==> src/rtl/core/ust_pkg.sv <==
// Package for the unordered set table: sizes, operation codes, beat structs
// and the controller/datapath command and status structs.
// No dependencies.
package ust_pkg;

    localparam int CAPACITY = 64;
    localparam int DATA_W   = 32;
    localparam int IDX_W    = $clog2(CAPACITY);
    localparam int CNT_W    = $clog2(CAPACITY + 1);
    localparam int HELD_W   = 7;

    typedef enum logic [1:0] {
        MODE_ADD      = 2'd0,
        MODE_CONTAINS = 2'd1,
        MODE_REMOVE   = 2'd2,
        MODE_CLEAR    = 2'd3
    } mode_t;

    typedef struct packed {
        mode_t              mode;
        logic signed [31:0] value;
    } req_t;

    typedef struct packed {
        logic              success;
        logic              table_full;
        logic [HELD_W-1:0] entries_held;
    } rsp_t;

    typedef struct packed {
        logic load;
        logic scan;
        logic add;
        logic clear;
        logic last_rd;
        logic move;
        logic drop;
        logic respond;
        logic ok;
        logic full;
    } cmd_t;

    typedef struct packed {
        logic empty;
        logic full;
        logic hit;
        logic miss;
        logic pos_last;
    } stat_t;

endpackage

==> src/rtl/core/unordered_set_table.sv <==
// Top level of the unordered set table: controller plus datapath.
// Depends on ust_pkg, ust_ctrl, ust_dp (and ust_ram through ust_dp).
//
//  beat      ports                 handshake
//  request   req (mode, value)     taken when start && !busy
//  result    rsp (success, full,   one-cycle strobe on done, no backpressure
//            entries_held)
//
// Add and clear finish at the accepting edge; done pulses the next cycle and
// busy stays low, so a new request may follow every cycle.
// Contains and remove scan stored entries one per cycle through the single
// RAM read port, with busy high until the scan ends; a remove that hits an
// entry other than the last then reads the last entry and moves it into the
// freed slot. done pulses in the cycle after the last busy cycle.
// Reset clears count and control only; slot contents need no clearing.
module unordered_set_table (
    input  logic          clk,
    input  logic          rst_n,
    input  logic          start,
    output logic          busy,
    input  ust_pkg::req_t req,
    output logic          done,
    output ust_pkg::rsp_t rsp
);
    import ust_pkg::*;

    cmd_t  cmd;
    stat_t stat;
    logic  start_ok;

    assign start_ok = start & ~busy;

    ust_ctrl u_ctrl (
        .clk   (clk),
        .rst_n (rst_n),
        .start (start_ok),
        .mode  (req.mode),
        .stat  (stat),
        .cmd   (cmd),
        .busy  (busy)
    );

    ust_dp u_dp (
        .clk   (clk),
        .rst_n (rst_n),
        .req   (req),
        .cmd   (cmd),
        .stat  (stat),
        .done  (done),
        .rsp   (rsp)
    );

endmodule

==> src/rtl/core/ust_ram.sv <==
// Generic single-write, single-read RAM with registered read data.
// No dependencies.
module ust_ram #(
    parameter int WIDTH = 32,
    parameter int DEPTH = 64
) (
    input  logic                     clk,
    input  logic                     we,
    input  logic [$clog2(DEPTH)-1:0] waddr,
    input  logic [WIDTH-1:0]         wdata,
    input  logic [$clog2(DEPTH)-1:0] raddr,
    output logic [WIDTH-1:0]         rdata
);

    logic [WIDTH-1:0] mem [DEPTH];
    logic [WIDTH-1:0] rdata_reg;

    always_ff @(posedge clk)
    begin
        if (we)
        begin
            mem[waddr] <= wdata;
        end
        rdata_reg <= mem[raddr];
    end

    assign rdata = rdata_reg;

endmodule

==> src/rtl/core/ust_ctrl.sv <==
// Controller for the unordered set table: operation sequencing and busy.
// Depends on ust_pkg.
module ust_ctrl (
    input  logic          clk,
    input  logic          rst_n,
    input  logic          start,
    input  ust_pkg::mode_t mode,
    input  ust_pkg::stat_t stat,
    output ust_pkg::cmd_t  cmd,
    output logic          busy
);
    import ust_pkg::*;

    typedef enum logic [1:0] {
        S_IDLE,
        S_SCAN,
        S_LAST,
        S_MOVE
    } state_t;

    state_t state_reg;
    state_t state_next;
    mode_t  mode_reg;
    mode_t  mode_next;
    logic   busy_reg;
    logic   busy_next;

    always_comb
    begin
        state_next = state_reg;
        mode_next  = mode_reg;
        cmd        = '0;
        unique case (state_reg)
            S_IDLE:
            begin
                if (start)
                begin
                    mode_next = mode;
                    unique case (mode) inside
                        MODE_ADD:
                        begin
                            cmd.respond = 1'b1;
                            if (stat.full)
                            begin
                                cmd.full = 1'b1;
                            end
                            else
                            begin
                                cmd.add = 1'b1;
                                cmd.ok  = 1'b1;
                            end
                        end
                        MODE_CLEAR:
                        begin
                            cmd.clear   = 1'b1;
                            cmd.respond = 1'b1;
                            cmd.ok      = 1'b1;
                        end
                        MODE_CONTAINS, MODE_REMOVE:
                        begin
                            if (stat.empty)
                            begin
                                cmd.respond = 1'b1;
                            end
                            else
                            begin
                                cmd.load   = 1'b1;
                                state_next = S_SCAN;
                            end
                        end
                        default:
                        begin
                            cmd.respond = 1'b1;
                        end
                    endcase
                end
            end
            S_SCAN:
            begin
                cmd.scan = 1'b1;
                if (stat.hit)
                begin
                    if (mode_reg == MODE_CONTAINS)
                    begin
                        cmd.respond = 1'b1;
                        cmd.ok      = 1'b1;
                        state_next  = S_IDLE;
                    end
                    else if (stat.pos_last)
                    begin
                        cmd.drop    = 1'b1;
                        cmd.respond = 1'b1;
                        cmd.ok      = 1'b1;
                        state_next  = S_IDLE;
                    end
                    else
                    begin
                        state_next = S_LAST;
                    end
                end
                else if (stat.miss)
                begin
                    cmd.respond = 1'b1;
                    state_next  = S_IDLE;
                end
            end
            S_LAST:
            begin
                cmd.last_rd = 1'b1;
                state_next  = S_MOVE;
            end
            S_MOVE:
            begin
                cmd.move    = 1'b1;
                cmd.respond = 1'b1;
                cmd.ok      = 1'b1;
                state_next  = S_IDLE;
            end
            default:
            begin
                state_next = S_IDLE;
            end
        endcase
        busy_next = (state_next != S_IDLE);
    end

    always_ff @(posedge clk or negedge rst_n)
    begin
        if (!rst_n)
        begin
            state_reg <= S_IDLE;
            mode_reg  <= MODE_ADD;
            busy_reg  <= 1'b0;
        end
        else
        begin
            state_reg <= state_next;
            mode_reg  <= mode_next;
            busy_reg  <= busy_next;
        end
    end

    assign busy = busy_reg;

    a_busy_state: assert property (@(posedge clk) disable iff (!rst_n)
        busy_reg == (state_reg != S_IDLE))
        else $error("busy out of step with state");

    a_move_after_last: assert property (@(posedge clk) disable iff (!rst_n)
        state_reg == S_MOVE |-> $past(state_reg) == S_LAST)
        else $error("move without fetch of last entry");

endmodule

==> src/rtl/core/ust_dp.sv <==
// Datapath for the unordered set table: slot RAM, count, scan pointer,
// match compare and result register. Depends on ust_pkg and ust_ram.
module ust_dp (
    input  logic          clk,
    input  logic          rst_n,
    input  ust_pkg::req_t req,
    input  ust_pkg::cmd_t cmd,
    output ust_pkg::stat_t stat,
    output logic          done,
    output ust_pkg::rsp_t rsp
);
    import ust_pkg::*;

    logic [CNT_W-1:0]  count_reg;
    logic [CNT_W-1:0]  count_next;
    logic [CNT_W-1:0]  idx_reg;
    logic              pend_reg;
    logic [IDX_W-1:0]  pend_idx_reg;
    logic [IDX_W-1:0]  pos_reg;
    logic [DATA_W-1:0] key_reg;
    logic              done_reg;
    rsp_t              rsp_reg;

    logic [CNT_W-1:0]  cnt_last;
    logic              issue;
    logic              we;
    logic [IDX_W-1:0]  waddr;
    logic [DATA_W-1:0] wdata;
    logic [IDX_W-1:0]  raddr;
    logic [DATA_W-1:0] rdata;

    assign cnt_last = count_reg - CNT_W'(1);
    assign issue    = (idx_reg < count_reg);

    assign raddr = cmd.last_rd ? cnt_last[IDX_W-1:0] : idx_reg[IDX_W-1:0];
    assign we    = cmd.add | cmd.move;
    assign waddr = cmd.move ? pos_reg : count_reg[IDX_W-1:0];
    assign wdata = cmd.move ? rdata : DATA_W'(req.value);

    ust_ram #(
        .WIDTH (DATA_W),
        .DEPTH (CAPACITY)
    ) u_mem (
        .clk   (clk),
        .we    (we),
        .waddr (waddr),
        .wdata (wdata),
        .raddr (raddr),
        .rdata (rdata)
    );

    always_comb
    begin
        stat.empty    = (count_reg == '0);
        stat.full     = (count_reg >= CNT_W'(CAPACITY));
        stat.hit      = pend_reg && (rdata == key_reg);
        stat.miss     = !pend_reg && !issue;
        stat.pos_last = (CNT_W'(pend_idx_reg) == cnt_last);
    end

    always_comb
    begin
        count_next = count_reg;
        if (cmd.clear)
        begin
            count_next = '0;
        end
        else if (cmd.add)
        begin
            count_next = count_reg + CNT_W'(1);
        end
        else if (cmd.move || cmd.drop)
        begin
            count_next = cnt_last;
        end
    end

    always_ff @(posedge clk or negedge rst_n)
    begin
        if (!rst_n)
        begin
            count_reg <= '0;
            idx_reg   <= '0;
            pend_reg  <= 1'b0;
            done_reg  <= 1'b0;
        end
        else
        begin
            count_reg <= count_next;
            done_reg  <= cmd.respond;
            if (cmd.load)
            begin
                idx_reg  <= '0;
                pend_reg <= 1'b0;
            end
            else if (cmd.scan)
            begin
                pend_reg <= issue;
                if (issue)
                begin
                    idx_reg <= idx_reg + CNT_W'(1);
                end
            end
        end
    end

    always_ff @(posedge clk)
    begin
        if (cmd.load)
        begin
            key_reg <= DATA_W'(req.value);
        end
        if (cmd.scan)
        begin
            pend_idx_reg <= idx_reg[IDX_W-1:0];
            if (stat.hit)
            begin
                pos_reg <= pend_idx_reg;
            end
        end
        if (cmd.respond)
        begin
            rsp_reg.success      <= cmd.ok;
            rsp_reg.table_full   <= cmd.full;
            rsp_reg.entries_held <= HELD_W'(count_next);
        end
    end

    assign done = done_reg;
    assign rsp  = rsp_reg;

    a_count_bound: assert property (@(posedge clk) disable iff (!rst_n)
        count_reg <= CNT_W'(CAPACITY))
        else $error("entry count above capacity");

    a_flags_exclusive: assert property (@(posedge clk) disable iff (!rst_n)
        done_reg |-> !(rsp_reg.success && rsp_reg.table_full))
        else $error("success and table_full both set");

    a_move_shrinks: assert property (@(posedge clk) disable iff (!rst_n)
        (cmd.move || cmd.drop) |=> count_reg == $past(count_reg) - CNT_W'(1))
        else $error("remove did not shrink count by one");

endmodule
==> config.mk <==
export PLATFORM = sky130hd
export DESIGN_NAME = unordered_set_table
export DESIGN_NICKNAME = d
export VERILOG_FILES = /design/src/rtl/core/ust_pkg.sv /design/src/rtl/core/unordered_set_table.sv /design/src/rtl/core/ust_ram.sv /design/src/rtl/core/ust_ctrl.sv /design/src/rtl/core/ust_dp.sv
export SDC_FILE = /design/constraint.sdc
export NUM_CORES = 2
export LEC_CHECK = 0
export ABC_AREA = 1
export BUFFER_PORTS_ARGS = -buffer_cell sky130_fd_sc_hd__buf_4
export CORE_ASPECT_RATIO = 0.8
export CORE_MARGIN = 2
export CORE_UTILIZATION = 45
export CTS_BUF_LIST = sky130_fd_sc_hd__clkbuf_4
export DETAILED_ROUTE_END_ITERATION = 12
export GPL_TIMING_DRIVEN = 1
export PLACE_DENSITY = 0.7
export SLEW_MARGIN = 25
export SYNTH_ARGS = -nofsm -noshare
export SYNTH_HDL_FRONTEND = slang
export SYNTH_SLANG_ARGS = --single-unit
==> constraint.sdc <==
create_clock -name clk -period 6.45 [get_ports clk]
set_input_delay 0.9675 -clock clk [delete_from_list [all_inputs] [get_ports clk]]
set_output_delay 0.9675 -clock clk [all_outputs]
set_load 0.01 [all_outputs]
; ---- After elaboration in Yosys (flattened, before gate mapping)
; Memory sizes are Yosys's and may differ from the RTL's. A register that Yosys moved wholly into a read port is not among the register bits.
; Index checks and enable logic that the tools add are counted.
[classes]
addsub = 3
multipliers = 0
div = 0
n_lt_le_gt_ge = 2
eq_ne = 9
shift = 0
muxes = 48
n_bitwise = 3
reduce_logical = 16
[op_table]
columns = op, count
row1 = $mux 7, 6
row2 = $eq 32x32->1, 1
row3 = $mux 32, 1
row4 = $mux 1, 24
row5 = $mux 2, 10
row6 = $add 7x1->7 const B, 2
row7 = $mux 6, 2
row8 = $eq 2x2->1 const B, 4
row9 = $pmux 2 s4, 1
row10 = $eq 6x7->1, 1
row11 = $ge 7x7->1 const B, 1
row12 = $logic_not 7->1, 1
row13 = $lt 7x7->1, 1
row14 = $sub 7x1->7 const B, 1
row15 = $eq 2x1->1 const B, 3
row16 = $mux 3, 2
row17 = $pmux 2 s3, 1
row18 = $reduce_and 2->1, 3
row19 = $reduce_bool 2->1, 3
row20 = $logic_not 2->1, 2
row21 = $reduce_and 3->1, 1
row22 = $logic_and 1x1->1, 2
row23 = $logic_not 1->1, 2
row24 = $pmux 1 s2, 1
row25 = other kinds (5), 5
[totals]
register_bits = 74
latchBits = 0
ram_bits = 2048
mem_bits_ro = 0
inputBits = 37
output_inout_bits = 11
elab_cells = 95
n_memories = 1
[memory_table]
columns = name, depth, width, read_ports, rd_ports_with_merged_regs, wr, line
row1 = u_dp.u_mem.mem, 64, 32, 1, 1, 1, ust_ram.sv:15  ; logic [WIDTH-1:0] mem [DEPTH];

; ---- Longest topological paths before layout
[depth]
word_depth = 10
mapped_depth = 17
depth_no_buf = 16

; ---- Cells and area by module
; A second synthesis with hierarchy kept.
[unflattened]
hier_cells = 7314
area_unflattened_um2 = 87056.0
[by_module_without_submodules]
columns = module, n_inst, cells_each, area_each_um2, seq_area_each_um2
row1 = ust_ram, 1, 6769, 82738.1, 62139.6
row2 = ust_dp, 1, 484, 3923.8, 1991.9
row3 = ust_ctrl, 1, 59, 384.1, 125.1
row4 = unordered_set_table, 1, 2, 10.0, 0.0

; ---- Least setup slack after synthesis
; OpenSTA, ideal clock, no wires.
[synth_timing]
kind = input -> register
from = input req[32] in the netlist's numbering
to = memory u_dp.u_mem.mem[61][0] (enable)
setup_time_ps = 461
arrival_ps = 4149
t_required_ps = 5989
path_slack_ps = 1840
cell_stages = 9
n_path_buf = 1
path_cell_list = inv_1 -> ha_1 -> inv_1 -> nor3_1 -> inv_1 -> nand2_1 -> buf_2 -> inv_1 -> nor3_1
[synth_via]
elab_chain_cells = 7
[synth_rtl]
columns = item, line
row1 = "start, declared", unordered_set_table.sv:21  ; input ust_pkg::req_t req,
row2 = $logic_not 2->1 (no line), -
row3 = $mux 1, ust_ctrl.sv:39  ; unique case (mode) inside
row4 = $mux 2, ust_ctrl.sv:36  ; if (start)
row5 = $mux 2, ust_ctrl.sv:33  ; unique case (state_reg)
row6 = $or 1x1->1, ust_dp.sv:36  ; assign we = cmd.add | cmd.move;
row7 = $mux 1, ust_ram.sv:20  ; if (we)
row8 = $mux 1 (implied by the code), ust_ram.sv:22  ; mem[waddr] <= wdata;
row9 = "end, declared", ust_ram.sv:15
; Every way passes these cells.

; ---- Final worst setup path
[layout_timing]
from = register u_dp.count_reg[0]
to = register u_dp.u_mem.rdata_reg[7], in the netlist u_dp.u_mem.rdata[7] (read register of u_dp.u_mem.mem)
[layout_via]
elab_chain_cells = 2
[layout_rtl]
columns = item, line
row1 = "start, declared", ust_dp.sv:14  ; logic [CNT_W-1:0] count_reg;
row2 = "start signal, assigned", ust_dp.sv:89  ; count_reg <= count_next;
row3 = $sub 7x1->7, ust_dp.sv:32  ; assign cnt_last = count_reg - CNT_W'(1);
row4 = $mux 6, ust_dp.sv:35  ; assign raddr = cmd.last_rd ? cnt_last[IDX_W-1:0] : idx_reg[IDX_W-1:0];
row5 = "end, declared", ust_ram.sv:16  ; logic [WIDTH-1:0] rdata_reg;
; Every way passes these cells.
; A chain may end at the register's enable or synchronous reset.

==> key figures <==
Setup path
  • Crit end category: flip-flop
  • Crit-path slowest cell: buf_4
  • Required time of the critical path: 7.73 ns
  • Critical path cell sequence: inv_1 -> ha_1 -> o21ai_4 -> buf_12 -> buf_4 -> nand3_1 -> nand3_1 -> nand2_1 -> nand2_1 -> nand3_1 -> nand3_1 -> nand2_1
  • CP startpoint kind: flip-flop
  • CP Depth: 12
  • Worst-case reg-to-reg path depth: 12
  • Kind of critical path: flip-flop to flip-flop
  • WP buf/inv: 3
  • Worst path max stage delay: 0.68 ns
  • Critical path peak fanout: 146
  • Most frequent CP cell: nand3_1
  • Critical Path AT: 5.86 ns
  • Kind of cell adding the most delay to the critical path: buffers and inverters

Clocking
  • H-tree levels: 5
  • Num Clock Sinks: 2154
  • Clock buffer depth: 4
  • Worst-Skew Late Latency: 1.50 ns
  • Num CTS Buffers: 495
  • CTS tree: yes
  • Cts hold-fix bufs: 39
  • Clock root buffer master: clkbuf_4
  • Post-CTS Setup Inserts: 0
  • Clock-pin transition on the worst setup and hold timing paths: 0.10 ns
  • Post-cts resize count: 0

Finish
  • Proportion of layout cells with a drive suffix above 1: 14.0%
  • Fillers: 16200
  • Post-route cell area: 98200 um^2
  • Area growth, synth to finish: 12.7%
  • Max reg flops: 2048
  • Register area: 64300 um^2
  • Final Net Count: 7642
  • Footprint of the multi-input gates: 21100 um^2

Place
  • DP Area: 90800 um^2
  • I/O Buffers: 47
  • GP Congestion: 0.922
  • Pre-CTS setup slack: 1.63 ns
  • Final HPWL DP: 137 mm

Floorplanning
  • Die W: 496 um
  • CORE AREA: 192000 um^2
  • DIE AREA: 197000 um^2
  • Initial core utilization: 45.3%
  • Boundary Pins: 48
  • FP Rows: 144
  • Die height: 398 um

Yosys
  • Netlist Area Pre-Place: 87100 um^2
  • Area leader, netlist: edfxtp_1
  • Synth area leaders: edfxtp_1 (72%), nand2_1 (9.5%), nand3_1 (7.5%), nor2_1 (1.9%), buf_2 (1.7%)
  • Synth async-reset ratio: 0.975%
  • EDFF count, synth: 2101
  • Register bit total from synthesis: 2154
  • Top FF cell, synth: edfxtp_1
  • Mapped Cells: 7313
  • Commonest cells in the netlist: nand2_1 (2207), edfxtp_1 (2101), nand3_1 (1314), nor2_1 (433), buf_2 (300)
  • Post-synthesis net count: 7362
  • Synth cell types: 37
  • Syn avg cell area: 11.9 um^2
  • Yosys warning count: 0
  • Post-synth top area share: 72.4%
  • Count leader, synth: nand2_1
  • Register area share after synthesis: 73.8%

Timing
  • Worst rel slew slack: 23.3%
  • RSZ-0062 raised after global routing: false
  • Fmax: 0.219 GHz
  • Final WS setup: 1.88 ns
  • Final Cycle Share: 70.9%
  • Setup TNS: 0 ns
  • Final setup violation count: 0
  • Final slew viol count: 0
  • Final hold vios: 0
  • Min cycle time layout: 4.57 ns
  • Least-Margin Pin Slew: 1.15 ns
  • Clk_skew: 0.209 ns

Route
  • Starting DRC count in detailed routing: 9368
  • TritonRoute pass-1 iters: 9
  • Via count: 60000
  • Wirelength per Cell: 23.7 um
  • Final WL: 250 mm
  • DR vias/cell: 5.70
  • DRC: 0
  • Final ANT Viol Nets: 0

Pwr
  • Pwr per Cell Area: 269 nW/um^2
  • Leakage: 34.7 nW
  • VDD IR max: 0.207 mV

Global route
  • Tot GR Track Use: 24.8%
  • Largest net degree at the start of global routing: 178
  • GRT Residual Overflow: 0
  • Initial antenna violation count: 13
  • Vias in the first global route: 56200
  • First-pass GRT wire length: 364 mm

Hold path
  • Hold Crit Class: input pin to async pin

Run
  • Max cap viols: 0

Run status
  • Outcome: complete, no violations
metal layers:
metal | share of wire, % | up-vias | global-route usage [%]
li1 | - | 26800 | -
met1 | 40 | 28800 | 35.2
met2 | 42 | 3800 | 34.8
met3 | 14 | 606 | 8.24
met4 | 4.3 | 6 | 11.0
met5 | 0.020 | - | 0
cells in the final DEF (no fill, tap or decap), types with 38 or more instances in the layout:
master,count
nand2_1,2198
edfxtp_1,2101
nand3_1,1314
clkbuf_4,742
nor2_1,370
o21ai_0,271
buf_4,131
inv_1,118
clkinv_1,107
o211ai_1,106
o22ai_1,90
nor2_4,62
dlygate4sd3_1,38
buf_12,38
final timing paths:
kind | slack (ns) | startpoint | end
min | 0.08 | rst_n | u_dp.count_reg[6]
max in group asynchronous | 5.98 | rst_n | u_dp.idx_reg[3]
max reg2reg | 1.88 | u_dp.count_reg[0] | u_dp.u_mem.rdata[7]
min reg2reg | 0.47 | u_dp.pend_idx_reg[3] | u_dp.pos_reg[3]
min in group clk | 0.22 | req[16] | u_dp.key_reg[16]
max | 1.88 | u_dp.count_reg[0] | u_dp.u_mem.rdata[7]
per-stage QoR:
stage | util, % | total power [W] | hold WS [ns] | cells
global route | 51.0 | 0.0272 | 0.0483 | 10500
detailed placement | 47.2 | 0.0160 | 0.455 | 9582
CTS | 50.6 | 0.0264 | 0.0847 | 10500
floorplan | - | 0.0158 | 0.441 | 7313
finish | 51.0 | 0.0264 | 0.0785 | 10500
global placement | 47.0 | 0.0160 | 0.457 | 9566
layout make-up:
type | count | area share [%]
flip-flops and latches | 2154 | 65.4
multi-input cells | 4578 | 21.5
clock buffers | 742 | 5.67
well taps | 2555 | 3.26
repair buffers | 238 | 3.00
clock inverters | 132 | 0.603
inverters | 126 | 0.511
diodes | 13 | 0.0331
cell families after synthesis:
family	Yosys count	synth area share, %
simple gates	4008	19.3
flops	2154	73.8
buf+inv	581	3.04
fa+ha+maj	12	0.172
xor+xnor	11	0.111
compound gates	547	3.61
power breakdown:
part	internal, W	leakage [nW]	switching, W
Combinational	0.0000602	11.7	0.000337
Sequential	0.0153	19.4	0
Clock	0.00531	3.71	0.00532
worst reg2reg max path, cell delays in order, from the launching register on:
cell	delay, ns
dfrtp_1	0.51
inv_1	0.18
ha_1	0.42
o21ai_4	0.44
buf_12	0.58
buf_4	0.81
nand3_1	0.19
nand3_1	0.11
nand2_1	0.14
nand2_1	0.09
nand3_1	0.38
nand3_1	0.45
nand2_1	0.09
(Power assumes the default switching activity.)
